==> src/sv/ihb_pkg.sv <==
// Shared types, constants and the header word selector for the IPv4 header builder.
// No dependencies; used by ihb_sum, ihb_serial and ipv4_header_builder.
package ihb_pkg;

  // Fixed header contents.
  localparam logic [15:0] WORD_VER_IHL  = 16'h4500;
  localparam logic [15:0] WORD_IDENT    = 16'h0000;
  localparam logic [15:0] WORD_DONT_FRAG = 16'h4000;
  localparam logic [7:0]  TTL_MAX       = 8'hFF;
  localparam logic [16:0] HDR_BYTES     = 17'd20;

  // Configuration register indexes.
  localparam int unsigned CFG_IDX_W = 1;
  localparam logic [CFG_IDX_W-1:0] CFG_LOCAL_ADDRESS = 1'b0;
  localparam logic [CFG_IDX_W-1:0] CFG_SUBNET_MASK   = 1'b1;

  // Header word positions.
  localparam int unsigned IDX_W = 4;
  localparam logic [IDX_W-1:0] W_VER      = 4'd0;
  localparam logic [IDX_W-1:0] W_LENGTH   = 4'd1;
  localparam logic [IDX_W-1:0] W_IDENT    = 4'd2;
  localparam logic [IDX_W-1:0] W_FRAG     = 4'd3;
  localparam logic [IDX_W-1:0] W_TTL      = 4'd4;
  localparam logic [IDX_W-1:0] W_CHECKSUM = 4'd5;
  localparam logic [IDX_W-1:0] W_SRC_HI   = 4'd6;
  localparam logic [IDX_W-1:0] W_SRC_LO   = 4'd7;
  localparam logic [IDX_W-1:0] W_DST_HI   = 4'd8;
  localparam logic [IDX_W-1:0] W_DST_LO   = 4'd9;

  // Everything needed to emit one header.
  typedef struct packed {
    logic [15:0] total_length;
    logic [7:0]  protocol;
    logic [31:0] source;
    logic [31:0] target;
    logic [15:0] checksum;
    logic        broadcast;
    logic        length_error;
  } hdr_t;

  // Pick header word idx out of a finished header.
  function automatic logic [15:0] word_sel(hdr_t h, logic [IDX_W-1:0] idx);
    logic [15:0] w;
    w = 16'h0000;
    unique case (idx)
      W_VER:      w = WORD_VER_IHL;
      W_LENGTH:   w = h.total_length;
      W_IDENT:    w = WORD_IDENT;
      W_FRAG:     w = WORD_DONT_FRAG;
      W_TTL:      w = {TTL_MAX, h.protocol};
      W_CHECKSUM: w = h.checksum;
      W_SRC_HI:   w = h.source[31:16];
      W_SRC_LO:   w = h.source[15:0];
      W_DST_HI:   w = h.target[31:16];
      W_DST_LO:   w = h.target[15:0];
      default:    w = 16'h0000;
    endcase
    return w;
  endfunction

endpackage

==> src/sv/ipv4_header_builder.sv <==
// Top level of the IPv4 header builder: configuration registers, checksum pipeline
// and word serialiser. Depends on ihb_pkg, ihb_sum and ihb_serial.
//
// Each accepted request (payload length, destination, protocol) produces the ten
// words of a 20-byte IPv4 header, one word per accepted output cycle, word 0 first.
// The output channel limits the sustained request rate. The first word of a request
// is valid after the three checksum stages and the serialiser load, and up to four
// requests can be held inside the block, so input is taken while earlier headers are
// still being sent. The source address and netmask are sampled when a request is
// accepted and should be written only while the block is idle. Writes to unknown
// register indexes are ignored.
module ipv4_header_builder (
  input  logic                         clk,
  input  logic                         rst,
  input  logic                         in_valid,
  output logic                         in_ready,
  input  logic [15:0]                  payload_length,
  input  logic [31:0]                  target_address,
  input  logic [7:0]                   protocol_number,
  output logic                         out_valid,
  input  logic                         out_ready,
  output logic [15:0]                  header_word,
  output logic                         last_word,
  output logic                         is_broadcast,
  output logic                         length_error,
  input  logic                         cfg_write,
  input  logic [ihb_pkg::CFG_IDX_W-1:0] cfg_index,
  input  logic [31:0]                  cfg_data
);

  logic [31:0]   local_address;
  logic [31:0]   subnet_mask;
  logic          hdr_valid;
  logic          hdr_ready;
  ihb_pkg::hdr_t hdr;

  // Configuration registers.
  always_ff @(posedge clk) begin
    if (rst) begin
      local_address <= 32'h0000_0000;
      subnet_mask   <= 32'h0000_0000;
    end else if (cfg_write) begin
      unique case (cfg_index)
        ihb_pkg::CFG_LOCAL_ADDRESS: local_address <= cfg_data;
        ihb_pkg::CFG_SUBNET_MASK:   subnet_mask   <= cfg_data;
        default: ;
      endcase
    end
  end

  // Checksum pipeline.
  ihb_sum u_sum (
    .clk             (clk),
    .rst             (rst),
    .in_valid        (in_valid),
    .in_ready        (in_ready),
    .payload_length  (payload_length),
    .target_address  (target_address),
    .protocol_number (protocol_number),
    .local_address   (local_address),
    .subnet_mask     (subnet_mask),
    .hdr_valid       (hdr_valid),
    .hdr_ready       (hdr_ready),
    .hdr             (hdr)
  );

  // Word serialiser.
  ihb_serial u_serial (
    .clk          (clk),
    .rst          (rst),
    .hdr_valid    (hdr_valid),
    .hdr_ready    (hdr_ready),
    .hdr          (hdr),
    .out_valid    (out_valid),
    .out_ready    (out_ready),
    .header_word  (header_word),
    .last_word    (last_word),
    .is_broadcast (is_broadcast),
    .length_error (length_error)
  );

endmodule

==> src/sv/ihb_sum.sv <==
// Three-stage checksum pipeline of the IPv4 header builder.
// Depends on ihb_pkg for hdr_t and the fixed header constants.
module ihb_sum (
  input  logic               clk,
  input  logic               rst,
  input  logic               in_valid,
  output logic               in_ready,
  input  logic [15:0]        payload_length,
  input  logic [31:0]        target_address,
  input  logic [7:0]         protocol_number,
  input  logic [31:0]        local_address,
  input  logic [31:0]        subnet_mask,
  output logic               hdr_valid,
  input  logic               hdr_ready,
  output ihb_pkg::hdr_t      hdr
);

  logic          v1, v2, v3;
  ihb_pkg::hdr_t h1, h2, h3;
  logic [17:0]   sum_a1, sum_b1;
  logic [18:0]   sum2;

  logic          rdy1, rdy2, rdy3;
  logic [16:0]   full;
  logic [17:0]   sum_a, sum_b;
  logic [16:0]   fold1;
  logic [15:0]   fold2;
  ihb_pkg::hdr_t h1_next, h3_next;

  // A stage takes a new item when it is empty or its item moves on.
  assign rdy3     = !v3 || hdr_ready;
  assign rdy2     = !v2 || rdy3;
  assign rdy1     = !v1 || rdy2;
  assign in_ready = rdy1;

  // Stage one: total length, flags and two partial sums of the header words.
  assign full  = {1'b0, payload_length} + ihb_pkg::HDR_BYTES;
  assign sum_a = 18'(ihb_pkg::WORD_VER_IHL) + 18'(ihb_pkg::WORD_DONT_FRAG)
               + 18'({ihb_pkg::TTL_MAX, protocol_number}) + 18'(full[15:0])
               + 18'(ihb_pkg::WORD_IDENT);
  assign sum_b = 18'(local_address[31:16]) + 18'(local_address[15:0])
               + 18'(target_address[31:16]) + 18'(target_address[15:0]);

  always_comb begin
    h1_next.total_length = full[15:0];
    h1_next.protocol     = protocol_number;
    h1_next.source       = local_address;
    h1_next.target       = target_address;
    h1_next.checksum     = 16'h0000;
    h1_next.broadcast    = &(target_address | subnet_mask);
    h1_next.length_error = full[16];
  end

  always_ff @(posedge clk) begin
    if (rst) begin
      v1 <= 1'b0;
    end else if (rdy1) begin
      v1 <= in_valid;
    end
    if (rdy1 && in_valid) begin
      h1     <= h1_next;
      sum_a1 <= sum_a;
      sum_b1 <= sum_b;
    end
  end

  // Stage two: full sum of all header words.
  always_ff @(posedge clk) begin
    if (rst) begin
      v2 <= 1'b0;
    end else if (rdy2) begin
      v2 <= v1;
    end
    if (rdy2 && v1) begin
      h2   <= h1;
      sum2 <= 19'(sum_a1) + 19'(sum_b1);
    end
  end

  // Stage three: two end-around folds and the complement.
  assign fold1 = 17'(sum2[15:0]) + 17'(sum2[18:16]);
  assign fold2 = fold1[15:0] + 16'(fold1[16]);

  always_comb begin
    h3_next          = h2;
    h3_next.checksum = ~fold2;
  end

  always_ff @(posedge clk) begin
    if (rst) begin
      v3 <= 1'b0;
    end else if (rdy3) begin
      v3 <= v2;
    end
    if (rdy3 && v2) begin
      h3 <= h3_next;
    end
  end

  assign hdr_valid = v3;
  assign hdr       = h3;

endmodule

==> src/sv/ihb_serial.sv <==
// Serialiser that emits one finished header as ten 16-bit words.
// Depends on ihb_pkg for hdr_t, the word positions and word_sel.
module ihb_serial (
  input  logic                      clk,
  input  logic                      rst,
  input  logic                      hdr_valid,
  output logic                      hdr_ready,
  input  ihb_pkg::hdr_t             hdr,
  output logic                      out_valid,
  input  logic                      out_ready,
  output logic [15:0]               header_word,
  output logic                      last_word,
  output logic                      is_broadcast,
  output logic                      length_error
);

  logic                      busy;
  logic [ihb_pkg::IDX_W-1:0] idx;
  ihb_pkg::hdr_t             cur;
  logic                      at_last;
  logic                      take;

  assign at_last   = (idx == ihb_pkg::W_DST_LO);
  // A new header loads when idle or as the final word leaves.
  assign hdr_ready = !busy || (out_ready && at_last);
  assign take      = hdr_ready && hdr_valid;

  // Word counter and the held header.
  always_ff @(posedge clk) begin
    if (rst) begin
      busy <= 1'b0;
      idx  <= ihb_pkg::W_VER;
    end else if (take) begin
      busy <= 1'b1;
      idx  <= ihb_pkg::W_VER;
    end else if (busy && out_ready) begin
      if (at_last) begin
        busy <= 1'b0;
        idx  <= ihb_pkg::W_VER;
      end else begin
        idx <= idx + 1'b1;
      end
    end
    if (take) begin
      cur <= hdr;
    end
  end

  assign out_valid    = busy;
  assign header_word  = ihb_pkg::word_sel(cur, idx);
  assign last_word    = at_last;
  assign is_broadcast = cur.broadcast;
  assign length_error = cur.length_error;

  // The counter never runs past the final word.
  a_idx_range: assert property (@(posedge clk) disable iff (rst)
    busy |-> idx <= ihb_pkg::W_DST_LO)
    else $error("word index beyond final word");

  // A taken word that is not the last advances the counter by one.
  a_idx_step: assert property (@(posedge clk) disable iff (rst)
    (busy && out_ready && !at_last) |=> idx == $past(idx) + 1'b1)
    else $error("word index did not advance");

  // After the final word with nothing waiting, the serialiser goes idle.
  a_idle_after_last: assert property (@(posedge clk) disable iff (rst)
    (busy && out_ready && at_last && !hdr_valid) |=> !busy)
    else $error("serialiser still busy after final word");

  // A new header always starts at the first word.
  a_load_first: assert property (@(posedge clk) disable iff (rst)
    take |=> (busy && idx == ihb_pkg::W_VER))
    else $error("new header did not start at word zero");

endmodule
==> config.mk <==
export PLATFORM = sky130hd
export DESIGN_NAME = ipv4_header_builder
export DESIGN_NICKNAME = d
export VERILOG_FILES = /design/src/sv/ihb_pkg.sv /design/src/sv/ipv4_header_builder.sv /design/src/sv/ihb_sum.sv /design/src/sv/ihb_serial.sv
export SDC_FILE = /design/constraint.sdc
export NUM_CORES = 1
export LEC_CHECK = 0
export ABC_AREA = 0
export BUFFER_PORTS_ARGS = -buffer_cell sky130_fd_sc_hd__buf_2
export CAP_MARGIN = 20
export CORE_MARGIN = 3
export CORE_UTILIZATION = 45
export DETAILED_ROUTE_END_ITERATION = 7
export GPL_TIMING_DRIVEN = 1
export MAX_ROUTING_LAYER = met4
export PLACE_DENSITY_LB_ADDON = 0.1
export RECOVER_POWER = 25
export SLEW_MARGIN = 20
export SYNTH_ARGS = -nofsm -noshare
export SYNTH_HDL_FRONTEND = slang
export SYNTH_HIERARCHICAL = 1
export SYNTH_SLANG_ARGS = --single-unit
==> constraint.sdc <==
create_clock -name clk -period 9.5 [get_ports clk]
set_input_delay 0.475 -clock clk [delete_from_list [all_inputs] [get_ports clk]]
set_output_delay 0.475 -clock clk [all_outputs]
set_load 0.01 [all_outputs]
==> results.ini <==
[floorplanning]
start_util_pct=46.1
io_pins=115
num_rows=79
die_width_um=226
die_height_um=226
die_area_um2=50900
core_area_um2=47100

[clocking]
cts.sinks=519
cts_setup_buffers=0
clk_latency_ns=0.60
root_buffer=clkbuf_16
clkTransAtPathRegs_ns=0.06
cts_resized=0
cts_hold_buf=0
htreeDepth=2
cts_tree=yes
clock_path_buffers=3
numCtsBuffers=53

[timing]
hold_viol=0
fin_tns_setup_ns=0
finClkSkew_ns=0.0110
layout_setup_ws_ns=5.56
slew_viol_final=0
period_share_pct=41.5
period_needed_ns=3.94
relSlewSlack_pct=30.4
tightest_slew_ns=1.04
max_freq_mhz=253
rsz0062_at_grt=false
setup_violations=0

[setup_path]
cp-start-kind=register
critPathSlowestCell=a2111oi_1
max_stage_delay_ns=0.55
worstSetupPathType=register to register
crit_buf_inv=2
cp.required_ns=9.84
worstPathArrival_ns=4.28
crit_chain=inv_1, fa_1, inv_1, fa_1, ha_1, fa_1, a21o_1, a21oi_1, o21ai_0, a2111oi_1, o31ai_1, a21oi_1, xnor2_1
end_kind=register
crit_top_cell=fa_1
worst-path-max-fanout=3
critPathTopFamily=adder cells

[pwr]
power.share.clock_pct=37.0
p_int_mw=4.19
netSwitchingPower_mw=1.40
power.leakage_nw=8.98
peakVddDrop_uv=138
p_per_area_nw_per_um2=227
comb_power_share_pct=13.7
swShare_pct=25.1
power_frac_seq_pct=49.3

[routing]
wire_per_inst_um=22.2
drc=0
first_pass_iters=5
drt_iter0_drc=895
wl_mm=49.8
viasPerCell=5.29
detail-route-antenna-nets=0
vias=11881

[job]
drv_cap=0

[synth]
synth_top_area_share_pct=61.8
ys_types=83
syn_inst=1453
synthFlopType=edfxtp_1
netlist_area_um2=21700
yosys.cell_count.top_type=edfxtp_1
synth-seq-cells=519
syn_avg_cell_area_um2=14.9
yosysSeqAreaShare_pct=68.4
synth.area.top_cells=edfxtp_1 (62%), dfxtp_1 (6.6%), fa_1 (3.2%)
synth_edf_count=447
yosysTopAreaCell=edfxtp_1
ys_warn_count=6
syn-num-nets=1631
ys_top_cells_by_count=edfxtp_1 (447), inv_1 (121), nand2b_1 (106)
async_reset_ff_share_pct=0

[layout]
drive_gt1_share_pct=12.9
area_growth_pct=13.4
nNetsFinal=1772
num-fill-cells=3961

[global_routing]
grt_max_degree=104
grt_usage_pct=20.3
grt_overflow_total=0
grt_pass1_wl_mm=73.6
grt_pass1_vias=11684
antenna_found_initial=4

[placed_design]
gp_congestion=0.861
place_hpwl_mm=35.6
dp_slack_ns=5.24
io_buffers=114

[run_status]
outcome=finished, final reports clean

[min_path]
hold_class=input port to register

==> cell families (layout without fill, tap and decap cells) <==
| group | after synthesis | in the layout | share of synthesized area, % |
|---|---|---|---|
| AND/OR/NAND/NOR | 332 | 332 | 9.25 |
| buffers and inverters | 162 | 347 | 3.28 |
| multiplexers | 79 | 79 | 3.72 |
| adder cells (fa/ha/maj) | 84 | 84 | 6.05 |
| other | 0 | 3 | 0 |
| XOR/XNOR | 69 | 69 | 2.82 |
| flip-flops | 519 | 519 | 68.4 |
| AO/OA/AOI/OAI | 208 | 208 | 6.45 |
==> power groups by stage <==
stage	logic [mW]	clock network, mW	registers, mW
floorplan	0.560	0	2.77
CTS	0.773	2.12	2.76
global route	0.858	2.22	2.77
detailed placement	0.768	0	2.81
global placement	0.760	0	2.81
finish	0.764	2.07	2.76
==> worst register-to-register path: stages, from the launching register on <==
cell and delay (ns):
dfxtp_1 0.35, inv_1 0.06, fa_1 0.48, inv_1 0.06
fa_1 0.45, ha_1 0.24, fa_1 0.40, a21o_1 0.19
a21oi_1 0.25, o21ai_0 0.18, a2111oi_1 0.55, o31ai_1 0.18
a21oi_1 0.22, xnor2_1 0.09
==> flip-flops by register name, indices dropped and copies added, names as in the netlist <==
name	cells
u_sum/hdr	106
u_serial/cur	104
u_sum/h1	90
u_sum/h2	90
local_address	32
subnet_mask	32
u_sum/sum2	19
u_sum/sum_a1	18
u_sum/sum_b1	18
u_serial/idx	4
u_serial/is_broadcast	1
u_serial/length_error	1
u_serial/out_valid	1
u_sum/hdr_valid	1
u_sum/v1	1
u_sum/v2	1
==> area by class of cell <==
cell class	instances	area (µm²)	area share (%)
sequential	519	14900	60.4
multi-input combinational	772	6180	25.1
clock buffer	65	1390	5.65
tap	607	759	3.08
timing repair buffer	127	614	2.50
inverter	121	454	1.84
clock inverter	34	349	1.42
antenna	3	7.51	0.0305
==> stage by stage <==
| step | instances | hold slack, ns | cell area [µm²] | util (%) | total power, mW |
|---|---|---|---|---|---|
| 3_3_place_gp | 2146 | 0.401 | 22900 | 48.6 | 3.57 |
| 5_1_grt | 2248 | 0.113 | 24600 | 52.2 | 5.84 |
| 6_report | 2248 | 0.121 | 24600 | 52.2 | 5.59 |
| 3_5_place_dp | 2146 | 0.405 | 22900 | 48.6 | 3.58 |
| 4_1_cts | 2245 | 0.0514 | 24700 | 52.3 | 5.65 |
| 2_1_floorplan | 1453 | 0.400 | 21700 | - | 3.33 |
==> cells in the final DEF (no fill, tap or decap), types with 35 or more instances in the layout <==
master	netlist	layout
clkbuf_16	0	53
nand2b_1	106	106
ha_1	49	49
dfxtp_1	72	72
xnor2_1	43	43
nor2_1	49	49
inv_1	121	121
mux2i_1	66	66
a21oi_1	69	69
fa_1	35	35
buf_2	13	71
clkbuf_1	10	53
edfxtp_1	447	447
==> per-layer routing <==
layer	routed length, µm	share of wire (%)	GRT usage (%)	up-vias
met3	2520	5.0	3.07	63
met2	22300	45	29.7	299
met1	24000	48	29.9	5913
met4	988	2.0	5.39	0
li1	-	-	-	5606
met5	0	0	-	-
==> worst paths after layout <==
check | startpoint | to | slack (ns) | cells after the start
worst min register to register | u_sum/h1[88]$_DFFE_PP_ | u_sum/h2[88]$_DFFE_PP_ | 0.41 | 0
worst max-delay path | local_address[1]$_SDFFE_PP0P_ | u_sum/sum_b1[15]$_DFFE_PP_ | 5.56 | 13
worst max register to register | local_address[1]$_SDFFE_PP0P_ | u_sum/sum_b1[15]$_DFFE_PP_ | 5.56 | 13
worst min-delay path | target_address[18] | u_sum/h1[36]$_DFFE_PP_ | 0.12 | 1
Note: power is estimated with default switching activity, not from simulation.
